<file path="config.mk">
export PLATFORM = sky130hd
export DESIGN_NAME = lcci_div_cell
export DESIGN_NICKNAME = d
export VERILOG_FILES = /design/src/rtl/line_clip_color_interp_top_defines.svh /design/src/rtl/lcci_pkg.sv /design/src/rtl/lcci_div_cell.sv
export SDC_FILE = /design/constraint.sdc
export NUM_CORES = 1
export LEC_CHECK = 0
export BUFFER_PORTS_ARGS = -buffer_cell sky130_fd_sc_hd__buf_4
export CAP_MARGIN = 20
export CORE_AREA = 10 10 248 250
export CTS_CLUSTER_SIZE = 8
export DETAILED_ROUTE_END_ITERATION = 7
export DIE_AREA = 0 0 258 260
export PLACE_DENSITY = 0.53
export SYNTH_ARGS = -nofsm -noshare
export SYNTH_HDL_FRONTEND = slang
export SYNTH_SLANG_ARGS = --single-unit
</file>
<file path="constraint.sdc">
create_clock -name clk -period 0.8 [get_ports clk]
set_input_delay 0.08 -clock clk [delete_from_list [all_inputs] [get_ports clk]]
set_output_delay 0.08 -clock clk [all_outputs]
set_load 0.02 [all_outputs]
</file>
<file path="src/rtl/line_clip_color_interp_top_defines.svh">
// Assertion macros for the line clipper.
`ifndef LINE_CLIP_COLOR_INTERP_TOP_DEFINES_SVH
`define LINE_CLIP_COLOR_INTERP_TOP_DEFINES_SVH
`ifndef NO_ASSERTIONS
`define LCCI_ASSERT(lbl, prop, msg) \
	lbl: assert property (@(posedge clk) disable iff (!arst_n) prop) else $error(msg);
`define LCCI_NEVER(lbl, expr, msg) \
	lbl: assert property (@(posedge clk) disable iff (!arst_n) !(expr)) else $error(msg);
`else
`define LCCI_ASSERT(lbl, prop, msg)
`define LCCI_NEVER(lbl, expr, msg)
`endif
`endif

</file>
<file path="src/rtl/lcci_pkg.sv">
package lcci_pkg;

	localparam int DivSteps = 16;
	localparam logic [16:0] UOne = 17'h10000;
	localparam logic [16:0] UOver = 17'h10001;

	typedef enum logic [1:0] {
		EDGE_SKIP,
		EDGE_REJECT,
		EDGE_ENTER,
		EDGE_LEAVE
	} edge_kind_t;

	typedef struct packed {
		logic [15:0] rem;
		logic [15:0] den;
		logic [15:0] quo;
		edge_kind_t kind;
		logic ovf;
		logic eq;
	} lane_t;

	typedef lane_t [3:0] lanes_t;

	typedef struct packed {
		logic signed [15:0] x1;
		logic signed [15:0] y1;
		logic signed [16:0] dx;
		logic signed [16:0] dy;
		logic [2:0][7:0] c0;
		logic [2:0][7:0] c1;
	} seg_t;

	typedef struct packed {
		logic vis;
		logic [15:0] sx;
		logic [15:0] sy;
		logic [15:0] ex;
		logic [15:0] ey;
		logic [2:0][7:0] cs;
		logic [2:0][7:0] ce;
	} res_t;

	function automatic lane_t make_lane(input logic signed [16:0] p,
			input logic signed [16:0] q);
		lane_t l;
		logic [16:0] n;
		logic [16:0] d;
		l = '0;
		n = '0;
		d = '0;
		l.kind = EDGE_SKIP;
		if (p == 17'sd0) begin
			l.kind = (q < 17'sd0) ? EDGE_REJECT : EDGE_SKIP;
		end else if (p < 17'sd0) begin
			if (q <= 17'sd0) begin
				l.kind = EDGE_ENTER;
				n = 17'(-q);
				d = 17'(-p);
			end
		end else begin
			if (q < 17'sd0) begin
				l.kind = EDGE_REJECT;
			end else begin
				l.kind = EDGE_LEAVE;
				n = 17'(q);
				d = 17'(p);
			end
		end
		l.ovf = (n >= d);
		l.eq = (n == d);
		l.den = d[15:0];
		l.rem = l.ovf ? 16'd0 : n[15:0];
		return l;
	endfunction

	function automatic logic [16:0] lane_ratio(input lane_t l);
		if (l.ovf) begin
			return l.eq ? UOne : UOver;
		end
		return {1'b0, l.quo};
	endfunction

endpackage

</file>
<file path="src/rtl/lcci_div_cell.sv">
module lcci_div_cell (
	input  logic             clk,
	input  logic             arst_n,
	input  logic             en,
	input  logic             in_valid,
	input  lcci_pkg::lanes_t in_lanes,
	input  lcci_pkg::seg_t   in_seg,
	output logic             out_valid,
	output lcci_pkg::lanes_t out_lanes,
	output lcci_pkg::seg_t   out_seg
);

	logic valid_q;
	lcci_pkg::lanes_t lanes_q;
	lcci_pkg::lanes_t lanes_d;
	lcci_pkg::seg_t seg_q;

	always_comb begin
		logic [16:0] sh;
		logic ge;
		lanes_d = in_lanes;
		for (int i = 0; i < 4; i++) begin
			sh = {in_lanes[i].rem, 1'b0};
			ge = (sh >= {1'b0, in_lanes[i].den});
			lanes_d[i].rem = ge ? 16'(sh - {1'b0, in_lanes[i].den}) : sh[15:0];
			lanes_d[i].quo = {in_lanes[i].quo[14:0], ge};
		end
	end

	always_ff @(posedge clk or negedge arst_n) begin
		if (!arst_n) begin
			valid_q <= 1'b0;
		end else if (en) begin
			valid_q <= in_valid;
		end
	end

	always_ff @(posedge clk) begin
		if (en) begin
			lanes_q <= lanes_d;
			seg_q <= in_seg;
		end
	end

	assign out_valid = valid_q;
	assign out_lanes = lanes_q;
	assign out_seg = seg_q;

endmodule

</file>
==> results of run 1 <==
==> timing repair <==
| action | 4_1_cts | 5_1_grt |
|---|---|---|
| pin swaps | 42 | 24 |
| buffers inserted | 16 | 8 |
| endpoints found under the hold margin | 325 | 5 |
| hold buffers | 313 | 3 |
| gates resized for setup | 417 | 60 |
| endpoints found under the setup margin | 391 | 400 |
| gates cloned | 5 | 0 |
==> path summary, 6_finish.rpt <==
path	slack, ns	from	cells after the start	end
worst max-delay path	-0.96	in_lanes[21]	12	out_lanes[45]$_DFFE_PP_
worst min-delay path	0.03	in_lanes[176]	3	out_lanes[193]$_DFFE_PP_
worst max register to register	0.01	out_valid$_DFFE_PN0P_	1	out_valid$_DFFE_PN0P_
worst min register to register	0.55	out_valid$_DFFE_PN0P_	1	out_valid$_DFFE_PN0P_
max in group asynchronous	0.31	arst_n	3	out_valid$_DFFE_PN0P_
min in group asynchronous	0.38	arst_n	3	out_valid$_DFFE_PN0P_
==> flip-flops by register name (all words and copies together), names as in the netlist <==
| register | cells |
|---|---|
| out_lanes | 208 |
| out_seg | 114 |
| out_valid | 1 |
==> layout make-up <==
| type | instances | share of cell area, % |
|---|---|---|
| Sequential cell | 323 | 34.4 |
| Multi-Input combinational cell | 478 | 16.4 |
| Inverter | 81 | 1.19 |
| Timing Repair Buffer | 1191 | 39.9 |
| Clock buffer | 62 | 4.52 |
| Clock inverter | 4 | 0.213 |
| Antenna cell | 2 | 0.0177 |
| Tap cell | 756 | 3.35 |
| Timing Repair inverter | 1 | 0.0399 |
==> layer usage <==
layer  wire (µm)  vias up  part of all wire, %
li1            -     5851                    -
met1       23100     6080                   38
met2       31700      412                   52
met3        4580       80                  7.5
met4        1260        8                  2.1
met5          47        -                0.077
==> logic make-up (layout without fill, tap and decap cells) <==
family / count (synthesis) / count (layout)
flops: 323 / 323
xor+xnor: 42 / 42
fa+ha+maj: 68 / 68
simple gates: 135 / 135
mux: 46 / 46
buf+inv: 89 / 1339
compound gates: 186 / 187
other cells: 0 / 2
==> cells in the mapped netlist, types with 2 or more instances <==
| library cell | n | area [µm²] |
|---|---|---|
| sky130_fd_sc_hd__edfxtp_1 | 322 | 9670 |
| sky130_fd_sc_hd__inv_1 | 80 | 300 |
| sky130_fd_sc_hd__ha_1 | 64 | 801 |
| sky130_fd_sc_hd__nand2_1 | 43 | 161 |
| sky130_fd_sc_hd__o21ai_0 | 43 | 215 |
| sky130_fd_sc_hd__a21oi_1 | 39 | 195 |
| sky130_fd_sc_hd__nor2_1 | 37 | 139 |
| sky130_fd_sc_hd__mux2_2 | 36 | 405 |
| sky130_fd_sc_hd__xnor2_1 | 24 | 210 |
| sky130_fd_sc_hd__a21o_1 | 19 | 143 |
| sky130_fd_sc_hd__xor2_1 | 18 | 158 |
| sky130_fd_sc_hd__o21a_1 | 16 | 120 |
| sky130_fd_sc_hd__nor2b_1 | 10 | 62.6 |
| sky130_fd_sc_hd__nand3_1 | 9 | 45.0 |
| sky130_fd_sc_hd__a211oi_1 | 8 | 60.1 |
| sky130_fd_sc_hd__a31oi_1 | 8 | 50.1 |
| sky130_fd_sc_hd__nand4_1 | 8 | 50.1 |
| sky130_fd_sc_hd__o31ai_1 | 8 | 60.1 |
| sky130_fd_sc_hd__mux2_4 | 7 | 105 |
| sky130_fd_sc_hd__nor3_1 | 7 | 35.0 |
| sky130_fd_sc_hd__nand2b_1 | 5 | 31.3 |
| sky130_fd_sc_hd__a21boi_0 | 4 | 30.0 |
| sky130_fd_sc_hd__fa_1 | 4 | 80.1 |
| sky130_fd_sc_hd__o211ai_1 | 4 | 30.0 |
| sky130_fd_sc_hd__o311ai_0 | 4 | 35.0 |
| sky130_fd_sc_hd__a211o_1 | 3 | 26.3 |
| sky130_fd_sc_hd__a31o_2 | 3 | 26.3 |
| sky130_fd_sc_hd__and4_1 | 3 | 26.3 |
| sky130_fd_sc_hd__buf_2 | 3 | 15.0 |
| sky130_fd_sc_hd__mux2i_1 | 3 | 30.0 |
| sky130_fd_sc_hd__o31a_1 | 3 | 26.3 |
| sky130_fd_sc_hd__a21oi_2 | 2 | 17.5 |
| sky130_fd_sc_hd__a22oi_1 | 2 | 15.0 |
| sky130_fd_sc_hd__a41o_1 | 2 | 20.0 |
| sky130_fd_sc_hd__a41oi_1 | 2 | 17.5 |
| sky130_fd_sc_hd__and2_1 | 2 | 12.5 |
| sky130_fd_sc_hd__and3_1 | 2 | 12.5 |
| sky130_fd_sc_hd__clkbuf_1 | 2 | 7.51 |
| sky130_fd_sc_hd__nand3b_1 | 2 | 15.0 |
| sky130_fd_sc_hd__nor4bb_1 | 2 | 20.0 |
| sky130_fd_sc_hd__o21ai_2 | 2 | 17.5 |
| sky130_fd_sc_hd__o21bai_1 | 2 | 15.0 |
| sky130_fd_sc_hd__o31ai_2 | 2 | 25.0 |
==> stage by stage <==
| stage | std cells | util [%] | worst slack, ns |
|---|---|---|---|
| after floorplan | 889 | - | -1.43 |
| after global placement | 2492 | 38.5 | -1.63 |
| after detailed placement | 2492 | 38.5 | -1.62 |
| after CTS | 2891 | 49.7 | -0.939 |
| after global routing | 2897 | 50.1 | -1.00 |
| final | 2898 | 50.1 | -0.959 |
==> power by group <==
part	total (W)	internal (W)	leakage, nW	switching (W)
Combinational	0.0149	0.00818	8.27	0.00675
Sequential	0.0214	0.0206	3.16	0.000836
Clock	0.0186	0.0113	0.651	0.00734
==> critical path, delay by kind of cell <==
kind / cells / cell delay [ns]
AOI/OAI and AO/OA: 5 / 0.96
and+or+nand+nor: 1 / 0.12
buffers and inverters: 4 / 0.42
muxes: 1 / 0.30
adders and majority gates: 1 / 0.19
==> layout by cell type (no fill, tap or decap), drive strengths merged, types with 3 or more instances in the layout <==
master	instances
nor2b	10
a211o	3
a31oi	8
mux2	43
o21a	16
a21oi	41
a21boi	4
mux2i	3
ha	64
nor3	7
a31o	3
a211oi	8
buf	876
nand2b	5
o211ai	5
o311ai	4
o31ai	10
nand3	9
a21o	19
nand2	43
and4	3
xor2	18
clkbuf	62
nand4	8
nor2	37
edfxtp	322
fa	4
a41oi	3
dlygate4sd3	314
o31a	3
o21ai	47
inv	83
xnor2	24
==> reports/summary.txt, run 1 <==
OUTCOME
-------------------------------------------------------------------------------------------
Outcome ...................................................................... finished with violations
Violated checks .............................................................. negative setup slack

SYNTHESIS
-------------------------------------------------------------------------------------------
Count of flip-flops with a built-in enable after synthesis ...................          322
Sequential fraction of the synthesis area ....................................        70.5%
Synth async-reset ratio ......................................................       0.310%
Synthesized Nets .............................................................         1283
Simple-gate share of the synthesized area ....................................        4.70%
Post-synthesis cell count ....................................................          889
Post-synthesis cell type count ...............................................           63
Post-synth top flop .......................................................... sky130_fd_sc_hd__edfxtp_1
Mapped cell area .............................................................    13800 µm²
Share of the synthesized area in compound gates (AO/OA/AOI/OAI) ..............        9.17%
Fraction of synthesized area in multiplexers .................................        3.93%
Fraction of synthesized cell area in xor and xnor cells ......................        2.67%
Largest family of logic cells by synthesized area ............................ compound AO/OA/AOI/OAI gates
Count of warnings emitted by yosys ...........................................            0
Synthesized area per cell ....................................................     15.5 µm²
Post-synthesis adder-cell area fraction ......................................        6.40%
Flops & latches, synth .......................................................          323

CLOCKING
-------------------------------------------------------------------------------------------
Clock-pin slew of the registers on the worst-case setup and hold paths .......      0.05 ns
TritonCTS buffer count .......................................................           47
Later-pin clock latency in the skew report ...................................      0.55 ns
Clock tree root driver cell .................................................. sky130_fd_sc_hd__clkbuf_16
Number of sinks on the clock net .............................................          323
Max clock buf depth ..........................................................            3
TritonCTS clock tree .........................................................        built
Deepest level of the CTS H-tree ..............................................            2

CELLS AND AREA
-------------------------------------------------------------------------------------------
Multi-input combinational cell area ..........................................     4630 µm²
Fraction of layout instances using a drive strength above 1 ..................        51.7%
Final layout net count .......................................................         2517
Synthesis-to-finish area growth ..............................................         105%
Count of fill cells added during filler insertion ............................         4749
Post-Layout Inst Area ........................................................    28200 µm²
Register Area ................................................................     9700 µm²

SETUP PATH
-------------------------------------------------------------------------------------------
Worst Path Max Fanout ........................................................            5
Standard cell with the maximum stage delay on the critical path .............. sky130_fd_sc_hd__mux2_4
Kind of end point of the critical path .......................................         flop
Data arrival time of the critical path .......................................      2.06 ns
Most prevalent standard cell on the critical path ............................ sky130_fd_sc_hd__buf_6
Endpoint required time on the critical path ..................................      1.10 ns
Start-to-end type of the worst setup path ....................................       in2reg
Crit start category ..........................................................    input pin
Crit-path cells .............................................................. buf_8 > inv_4 > ha_4 > nor2b_4 > o31a_1 > o31ai_4 > o21a_1 > o21ai_2 > a41oi_4 > buf_6 > buf_6 > mux2_4
Worst path max stage delay ...................................................      0.30 ns

PLACE
-------------------------------------------------------------------------------------------
Placement Cell Area ..........................................................    21600 µm²
Count of port buffers added during placement .................................          644
HPWL after detailed placement ................................................     45500 µm
GPL Wtd Cong .................................................................        0.828

PWR
-------------------------------------------------------------------------------------------
Leak Pwr .....................................................................      12.1 nW
Worst IR Drop VDD ............................................................      1.29 mV
P per Cell Area ..............................................................  1950 nW/µm²
Overall Power ................................................................     0.0550 W

GLOBAL ROUTE
-------------------------------------------------------------------------------------------
Global routing usage on met3 .................................................        5.61%
GR Util met1 .................................................................        19.2%
Global route total overflow ..................................................            0
Busiest metal layer after global routing .....................................         met2
Global-route wire length before repair .......................................     88600 µm
Number of antenna violations at the first check in global routing ............            6
GRT Overall Usage ............................................................        17.3%
Met2 Use GR ..................................................................        31.2%
Vias in the first global route ...............................................        13800
Pin count of the biggest net entering global routing .........................           27

ROUTING
-------------------------------------------------------------------------------------------
Pre-antenna DRT Iters ........................................................            4
Average wire length per cell after detail routing ............................      21.0 µm
Via count of the routed design ...............................................        12400
Number of design-rule violations left by the first detailed-router iteration .          615
Number of nets with antenna violations after routing .........................            0
DRC violations left ..........................................................            0
Wirelength, routed ...........................................................     60700 µm
Vias per cell ................................................................         4.29

TIMING
-------------------------------------------------------------------------------------------
Post-Route Hold Slack ........................................................    0.0260 ns
Unrepaired setup endpoints after global routing ..............................         true
Final clock skew .............................................................         0 ns
Slew margin rel. .............................................................        67.4%
Slew at the pin with the worst max-slew slack ................................     0.489 ns
Final TNS setup ..............................................................   -174.86 ns
Timing-limited maximum frequency .............................................      569 MHz
Setup ws final ...............................................................    -0.959 ns
Final setup violation count ..................................................          394
Count of final max-slew check failures .......................................            0
Share of the cycle needed by the critical path after routing .................         220%
Min cycle time layout ........................................................      1.76 ns
Total count of hold-check failures in the final report .......................            0

RUN
-------------------------------------------------------------------------------------------
Max capacitance violation total ..............................................            0

FLOORPLAN
-------------------------------------------------------------------------------------------
Row Count ....................................................................           87
Initial Util .................................................................        24.4%
Chip height ..................................................................       260 µm
IO Pins ......................................................................          649
Die area .....................................................................    67100 µm²
Core Box Area ................................................................    56300 µm²
Die extent in x ..............................................................       258 µm

HOLD PATH
-------------------------------------------------------------------------------------------
Hold/Removal Path Class ......................................................       in2reg

Note: power is estimated with default switching activity, not from simulation.
==> run 2: changes to the inputs <==
Settings changed: GPL_TIMING_DRIVEN set to 0.
==> run 2 against run 1 <==
  * The flow finishes with violations (negative hold slack, negative setup slack)
  * Critical endpoint is now out_lanes[48]$_DFFE_PP_
  * Sequential share of layout area grew 1.4 points
  * Register-to-register slack improved by 0.02 ns
  * Power shrank 1.6%
  * Routed wire length down 3.2%
  * Clock skew did not move
  * Sequential power about the same
  * Count of clock-buffer cells in the layout stayed put
  * Critical path type unchanged
  * Via count down 5.2%
==> reports/summary.txt, run 2 (synthesized netlist as in run 1, its figures left out) <==
OUTCOME
-------------------------------------------------------------------------------------------
Outcome ...................................................................... finished with violations
Violated checks .............................................................. negative hold slack, negative setup slack

HOLD PATH
-------------------------------------------------------------------------------------------
Launch instance of the worst min-delay path ..................................           en
Cells on Worst Hold Path .....................................................            1   -2
Worst-case hold path end point ............................................... out_lanes[79]$_DFFE_PP_
Hold/Removal Path Class ......................................................       in2reg

CLOCKING
-------------------------------------------------------------------------------------------
Deepest level of the CTS H-tree ..............................................            2   unchanged
Clock-pin slew of the registers on the worst-case setup and hold paths .......      0.05 ns   about the same
Later-pin clock latency in the skew report ...................................      0.56 ns   about the same
TritonCTS buffer count .......................................................           47   unchanged
TritonCTS clock tree .........................................................        built
Hold buffers post-CTS ........................................................          320   +2.2%
Clock tree root driver cell .................................................. sky130_fd_sc_hd__clkbuf_16
Max clock buf depth ..........................................................            3   unchanged
Number of sinks on the clock net .............................................          323   unchanged

ROUTING
-------------------------------------------------------------------------------------------
Via count of the routed design ...............................................        11800   -5.2%
Number of nets with antenna violations after routing .........................            0   unchanged
Vias per cell ................................................................         4.30   +0.30%
Number of design-rule violations left by the first detailed-router iteration .          657   +6.8%
Pre-antenna DRT Iters ........................................................            5   +1
Wirelength, routed ...........................................................     58800 µm   -3.2%
DRC violations left ..........................................................            0   unchanged
Average wire length per cell after detail routing ............................      21.5 µm   +2.4%

PWR
-------------------------------------------------------------------------------------------
P per Cell Area ..............................................................  2000 nW/µm²   +2.5%
Worst IR Drop VDD ............................................................      1.49 mV   +15%
Leak Pwr .....................................................................      11.3 nW   -6.9%

GLOBAL ROUTE
-------------------------------------------------------------------------------------------
Global route total overflow ..................................................            0   unchanged
Number of antenna violations at the first check in global routing ............            6   unchanged
Pin count of the biggest net entering global routing .........................          128   +370%
Met2 Use GR ..................................................................        29.3%   -1.9 points
GRT Overall Usage ............................................................        16.4%   -0.89 points
Global routing usage on met3 .................................................        6.43%   +0.82 points
Global-route wire length before repair .......................................     83600 µm   -5.7%
GR Util met1 .................................................................        17.4%   -1.7 points
Vias in the first global route ...............................................        12800   -7.6%
Busiest metal layer after global routing .....................................         met2

CELLS AND AREA
-------------------------------------------------------------------------------------------
Fraction of layout instances using a drive strength above 1 ..................        48.2%   -3.5 points
Count of fill cells added during filler insertion ............................         4765   +0.34%
Final core utilization .......................................................        48.1%   -2.0 points
Synthesis-to-finish area growth ..............................................        96.9%
Leading cell types in the layout, fill and taps excluded ..................... sky130_fd_sc_hd__buf_4, sky130_fd_sc_hd__buf_6, sky130_fd_sc_hd__edfxtp_1, sky130_fd_sc_hd__dlygate4sd3_1, sky130_fd_sc_hd__inv_1
Final layout net count .......................................................         2354   -6.5%
Number of flip-flops under the largest register name .........................          208   unchanged
Most common cell after layout, fill and taps aside ........................... sky130_fd_sc_hd__buf_4
Number of standard cells in the layout, taps in and fillers out ..............         2740   -5.5%

SETUP PATH
-------------------------------------------------------------------------------------------
Crit Reg-Reg Endpoint ........................................................ out_valid$_DFFE_PN0P_
Endpoint required time on the critical path ..................................      1.10 ns   about the same
Most prevalent standard cell on the critical path ............................ sky130_fd_sc_hd__buf_12
Reg2Reg Depth ................................................................            1   unchanged
Data arrival time of the critical path .......................................      2.06 ns   about the same
Crit-path cells .............................................................. buf_8 > inv_4 > ha_4 > nor2b_4 > o31a_1 > o31ai_4 > o21a_1 > o21ai_2 > a41oi_4 > buf_12 > buf_12 > mux2_4
Worst path max stage delay ...................................................      0.30 ns   about the same
Kind of end point of the critical path .......................................         flop
Crit start category ..........................................................    input pin
Start-to-end type of the worst setup path ....................................       in2reg
Worst Path Max Fanout ........................................................            5   unchanged
Standard cell with the maximum stage delay on the critical path .............. sky130_fd_sc_hd__o31a_1
Internal reg-to-reg setup slack ..............................................      0.03 ns   +0.02 ns
Startpoint of the lowest-slack register-to-register path ..................... out_valid$_DFFE_PN0P_

TIMING
-------------------------------------------------------------------------------------------
Final setup violation count ..................................................          391   -0.76%
Min cycle time layout ........................................................      1.76 ns   +0.00114 ns
Count of final max-slew check failures .......................................            0   unchanged
Timing-limited maximum frequency .............................................      568 MHz   about the same
Total count of hold-check failures in the final report .......................           41   +41
Unrepaired setup endpoints after global routing ..............................         true
Share of the cycle needed by the critical path after routing .................         220%   about the same
Slew margin rel. .............................................................        67.1%   -0.22 points
Setup ws final ...............................................................    -0.960 ns   -0.00114 ns
Post-Route Hold Slack ........................................................   -0.0628 ns   -0.0888 ns
Slew at the pin with the worst max-slew slack ................................     0.493 ns   +0.00422 ns
Final clock skew .............................................................         0 ns   unchanged

FLOORPLAN
-------------------------------------------------------------------------------------------
Die area .....................................................................    67100 µm²   unchanged
IO Pins ......................................................................          649   unchanged
Chip height ..................................................................       260 µm   unchanged
Initial Util .................................................................        24.4%   unchanged
Row Count ....................................................................           87   unchanged
Die extent in x ..............................................................       258 µm   unchanged
Core Box Area ................................................................    56300 µm²   unchanged

PLACE
-------------------------------------------------------------------------------------------
HPWL after detailed placement ................................................     42200 µm   -7.3%
DP Worst Slack ...............................................................     -1.92 ns   -0.300 ns
Count of port buffers added during placement .................................          644   unchanged
GPL Wtd Cong .................................................................        0.815   -1.6%
Cell total after placement ...................................................         2292   -8.0%

RUN
-------------------------------------------------------------------------------------------
Max capacitance violation total ..............................................            0   unchanged

[run 2: cell count changes in the layout (fill, tap and decap cells not counted), moves of 4 or more]
cell / previous run / this run
sky130_fd_sc_hd__ha_2: 3 / 11
sky130_fd_sc_hd__buf_4: 513 / 352
sky130_fd_sc_hd__buf_12: 15 / 5
sky130_fd_sc_hd__buf_6: 338 / 334
sky130_fd_sc_hd__dlygate4sd3_1: 314 / 320
sky130_fd_sc_hd__ha_1: 33 / 20
sky130_fd_sc_hd__o21ai_1: 10 / 6
sky130_fd_sc_hd__o21ai_2: 7 / 13
sky130_fd_sc_hd__buf_16: 0 / 5
sky130_fd_sc_hd__ha_4: 28 / 33
[run 2: worst max path at each step]
stage	startpoint	endpoint	slack [ns]	cells after the start
2_1_floorplan	in_lanes[36]	out_lanes[44]$_DFFE_PP_	-1.43	9
3_3_place_gp	en	out_valid$_DFFE_PN0P_	-3.00	2
3_5_place_dp	in_lanes[21]	out_lanes[46]$_DFFE_PP_	-1.92	11
4_1_cts	in_lanes[21]	out_lanes[46]$_DFFE_PP_	-0.95	12
5_1_grt	in_lanes[26]	out_lanes[46]$_DFFE_PP_	-1.00	12
6_report	in_lanes[21]	out_lanes[48]$_DFFE_PP_	-0.96	12
[run 2: final cells by class]
class | count | area [µm²] | area share [%]
timing repair buffer | 1024 | 9970 | 36.8
tap | 756 | 946 | 3.49
clock buffer | 62 | 1230 | 4.55
sequential | 323 | 9700 | 35.8
antenna | 4 | 10.0 | 0.0370
buffer | 6 | 108 | 0.397
multi-input combinational | 477 | 4710 | 17.4
clock inverter | 7 | 90.1 | 0.333
inverter | 81 | 327 | 1.21
[run 2: what timing repair did]
action | in CTS | in global routing
hold endpoints to repair | 361 | 41
buffers inserted | 43 | 12
pin swaps | 45 | 33
gates cloned | 4 | 1
gates resized for setup | 442 | 60
setup endpoints to repair | 391 | 461
[run 2: where the power goes]
part / switching (W) / internal, W
logic: 0.00655 / 0.00765
registers: 0.000791 / 0.0206
clock network: 0.00750 / 0.0110
total: 0.0148 / 0.0393
[run 2: metrics by stage]
| stage | cell area [µm²] | TNS [ns] | total power, W | hold slack [ns] |
|---|---|---|---|---|
| final | 27100 | -176.55 | 0.0541 | -0.0628 |
| after global routing | 27100 | -198.78 | 0.0564 | -0.0851 |
| after CTS | 26700 | -187.46 | 0.0544 | -0.110 |
| after detailed placement | 20000 | -244.76 | 0.0320 | -0.142 |
| after global placement | 20000 | -1034.14 | 0.0320 | -0.142 |
| after floorplan | 14200 | -78.14 | 0.0266 | -0.216 |
[run 2: layer usage]
layer	vias up	wire length (µm)
li1	5519	-
met1	5717	21500
met2	449	30400
met3	98	5340
met4	6	1540
met5	-	40
[run 2: critical path: cells and delay by family]
kind | cells | cell delay (ns)
AOI/OAI and AO/OA | 5 | 0.94
and+or+nand+nor | 1 | 0.12
adders and majority gates | 1 | 0.19
buffers and inverters | 4 | 0.43
muxes | 1 | 0.29
==> run 3: changes to the inputs <==
--- a/config.mk
+++ b/config.mk
@@ -9,8 +9,8 @@
 export CAP_MARGIN = 20
-export CORE_AREA = 10 10 248 250
+export CORE_AREA = 2 2 254 256
 export CTS_CLUSTER_SIZE = 8
 export DETAILED_ROUTE_END_ITERATION = 7
-export DIE_AREA = 0 0 258 260
+export DIE_AREA = 0 0 256 258
 export GPL_TIMING_DRIVEN = 0
-export PLACE_DENSITY = 0.53
+export PLACE_DENSITY = 0.49
 export SYNTH_ARGS = -nofsm -noshare
--- a/constraint.sdc
+++ b/constraint.sdc
@@ -3,2 +3,2 @@
 set_output_delay 0.08 -clock clk [all_outputs]
-set_load 0.02 [all_outputs]
+set_load 0.05 [all_outputs]
==> run 3 against run 2 <==
  * The run ends with negative setup slack left
  * Critical path type unchanged
  * Via count fell by 0.70%
  * Design area hardly changed
  * Sequential share of layout area hardly changed
  * Largest power group unchanged
  * Final cell count grew 2.8%
  * Count of clock-buffer cells in the layout is 12 lower
  * Routed wire length down 7.0%
  * Combinational power grew 24%
  * Die area down 1.5%
  * Power grew 7.1%
  * Setup slack improved by 0.014 ns
  * Maximum frequency is 0.82% higher
==> reports/summary.txt, run 3 (synthesized netlist as in run 1, its figures left out) <==
OUTCOME
-------------------------------------------------------------------------------------------
Outcome ...................................................................... finished with violations
Violated checks .............................................................. negative setup slack

HOLD PATH
-------------------------------------------------------------------------------------------
Hold/Removal Path Class ......................................................       in2reg

GLOBAL ROUTE
-------------------------------------------------------------------------------------------
Number of antenna violations at the first check in global routing ............            6   unchanged
Vias in the first global route ...............................................        12300   -3.4%
Pin count of the biggest net entering global routing .........................           93   -27%
Global route total overflow ..................................................            0   unchanged
Global-route wire length before repair .......................................     79100 µm   -5.4%
GRT Overall Usage ............................................................        15.9%   -0.52 points

ROUTING
-------------------------------------------------------------------------------------------
DRC violations left ..........................................................            0   unchanged
Vias per cell ................................................................         4.15   -3.4%
Number of nets with antenna violations after routing .........................            0   unchanged
Highest layer used for signal routing ........................................         met5
Via count of the routed design ...............................................        11700   -0.70%
Pre-antenna DRT Iters ........................................................            5   unchanged
Average wire length per cell after detail routing ............................      19.4 µm   -9.6%
Met2 wire length .............................................................     27000 µm   -11%
Number of design-rule violations left by the first detailed-router iteration .          664   +1.1%
Met3 Routed Length ...........................................................      4530 µm   -15%
Wirelength, routed ...........................................................     54700 µm   -7.0%
Routed length on met1 ........................................................     21100 µm   -2.1%

PWR
-------------------------------------------------------------------------------------------
P per Cell Area ..............................................................  2140 nW/µm²   +7.1%
Worst IR Drop VDD ............................................................      1.61 mV   +8.2%
Leak Pwr .....................................................................      11.2 nW   about the same
Overall Power ................................................................     0.0580 W   +7.1%

CLOCKING
-------------------------------------------------------------------------------------------
Deepest level of the CTS H-tree ..............................................            2   unchanged
Max clock buf depth ..........................................................            3   unchanged
Number of sinks on the clock net .............................................          323   unchanged
TritonCTS clock tree .........................................................        built
Clock tree root driver cell .................................................. sky130_fd_sc_hd__clkbuf_16
TritonCTS buffer count .......................................................           48   +2.1%
Clock-pin slew of the registers on the worst-case setup and hold paths .......      0.05 ns   about the same
Later-pin clock latency in the skew report ...................................      0.57 ns   about the same

TIMING
-------------------------------------------------------------------------------------------
Timing-limited maximum frequency .............................................      573 MHz   +0.82%
Setup ws final ...............................................................    -0.946 ns   +0.0143 ns
Final setup violation count ..................................................          714   +83%
Slew at the pin with the worst max-slew slack ................................     0.422 ns   -0.0709 ns
Count of final max-slew check failures .......................................            0   unchanged
Slew margin rel. .............................................................        71.7%   +4.6 points
Min cycle time layout ........................................................      1.75 ns   -0.0143 ns
Share of the cycle needed by the critical path after routing .................         218%   -1.8 points
Total count of hold-check failures in the final report .......................            0   -100%
Unrepaired setup endpoints after global routing ..............................         true
Final clock skew .............................................................         0 ns   unchanged

CELLS AND AREA
-------------------------------------------------------------------------------------------
Synthesis-to-finish area growth ..............................................        96.9%   about the same
Number of standard cells in the layout, taps in and fillers out ..............         2818   +2.8%
Final core utilization .......................................................        42.6%   -5.6 points
Final layout net count .......................................................         2346   -0.34%
Leading cell types in the layout, fill and taps excluded ..................... sky130_fd_sc_hd__buf_4, sky130_fd_sc_hd__buf_6, sky130_fd_sc_hd__edfxtp_1, sky130_fd_sc_hd__dlygate4sd3_1, sky130_fd_sc_hd__inv_1
Count of fill cells added during filler insertion ............................         5849   +23%
Fraction of layout instances using a drive strength above 1 ..................        47.5%   -0.71 points
Number of flip-flops under the largest register name .........................          208   unchanged
Most common cell after layout, fill and taps aside ........................... sky130_fd_sc_hd__buf_4

SETUP PATH
-------------------------------------------------------------------------------------------
Crit start category ..........................................................    input pin
Worst Path Max Fanout ........................................................            7   +2
Start-to-end type of the worst setup path ....................................       in2reg
Kind of end point of the critical path .......................................         flop
Endpoint required time on the critical path ..................................      1.11 ns   about the same
Data arrival time of the critical path .......................................      2.05 ns   about the same

FLOORPLAN
-------------------------------------------------------------------------------------------
Chip height ..................................................................       258 µm   -0.77%
Core Box Area ................................................................    63600 µm²   +13%
IO Pins ......................................................................          649   unchanged
Row Count ....................................................................           93   +6.9%
Die extent in x ..............................................................       256 µm   -0.78%
Initial Util .................................................................        21.6%   -2.8 points
Die area .....................................................................    66000 µm²   -1.5%

PLACE
-------------------------------------------------------------------------------------------
GPL Wtd Cong .................................................................        0.806   -1.1%
HPWL after detailed placement ................................................     39300 µm   -7.0%
Cell total after placement ...................................................         2390   +4.3%
Count of port buffers added during placement .................................          644   unchanged

RUN
-------------------------------------------------------------------------------------------
Max capacitance violation total ..............................................            0   unchanged

run 3: changes by cell type in the layout (fill, tap and decap cells not counted), moves of 4 or more:
cell                       delta
sky130_fd_sc_hd__buf_4       -10
sky130_fd_sc_hd__ha_1         +6
sky130_fd_sc_hd__a21oi_1      +4
sky130_fd_sc_hd__clkbuf_1    -14
run 3: worst max-delay path, cell delays in order:
cell                      delay, ns
sky130_fd_sc_hd__buf_8         0.11
sky130_fd_sc_hd__inv_4         0.05
sky130_fd_sc_hd__ha_4          0.19
sky130_fd_sc_hd__nor2b_4       0.12
sky130_fd_sc_hd__o31a_1        0.29
sky130_fd_sc_hd__o31ai_4       0.20
sky130_fd_sc_hd__o21a_1        0.18
sky130_fd_sc_hd__o21ai_2       0.07
sky130_fd_sc_hd__a41oi_4       0.17
sky130_fd_sc_hd__buf_12        0.17
sky130_fd_sc_hd__buf_12        0.13
sky130_fd_sc_hd__mux2_4        0.29
run 3: repair_timing:
action,in CTS,in global routing
hold buffers,318,3
hold endpoints to repair,380,90
buffers inserted,37,5
pin swaps,41,20
cloned,6,1
setup endpoints to repair,626,453
gates resized for setup,436,35
run 3: final cells by class:
class	count	area, µm²	area share (%)
timing repair buffer	1015	9940	36.7
clock buffer	50	1230	4.54
inverter	81	324	1.20
sequential	323	9700	35.8
antenna	2	5.00	0.0185
clock inverter	9	128	0.471
buffer	6	108	0.397
multi-input combinational	477	4590	16.9
tap	855	1070	3.95
run 3: through the flow:
step / setup TNS, ns / hold slack [ns] / instance area, µm² / setup slack, ns
2_1_floorplan: -78.23 / -0.216 / 14200 / -1.43
3_3_place_gp: -1040.02 / -0.144 / 20100 / -3.08
3_5_place_dp: -330.46 / -0.143 / 20100 / -1.96
4_1_cts: -197.82 / -0.328 / 26900 / -0.923
5_1_grt: -326.07 / 0.00918 / 27100 / -0.982
6_report: -298.85 / 0.0243 / 27100 / -0.946
run 3: routing by layer:
metal,track usage (%),vias to the layer above
met2,27.1,445
met3,5.31,98
met1,18.3,5663
li1,-,5495
met4,6.45,6
met5,0,-
run 3: report_power, final:
group | total (W) | switching, W | internal (W)
Clock | 0.0190 | 0.00753 | 0.0115
Sequential | 0.0214 | 0.000783 | 0.0206
Combinational | 0.0176 | 0.00995 | 0.00764
run 3: final timing paths:
| check | startpoint | endpoint | slack [ns] | depth (start not counted) |
|---|---|---|---|---|
| max in group asynchronous | arst_n | out_valid$_DFFE_PN0P_ | 0.31 | 3 |
| setup / recovery | in_lanes[21] | out_lanes[49]$_DFFE_PP_ | -0.95 | 12 |
| hold reg to reg | out_valid$_DFFE_PN0P_ | out_valid$_DFFE_PN0P_ | 0.53 | 1 |
| min in group asynchronous | arst_n | out_valid$_DFFE_PN0P_ | 0.37 | 3 |
| hold / removal | in_lanes[72] | out_lanes[89]$_DFFE_PP_ | 0.02 | 3 |
| setup reg to reg | out_valid$_DFFE_PN0P_ | out_valid$_DFFE_PN0P_ | 0.03 | 1 |
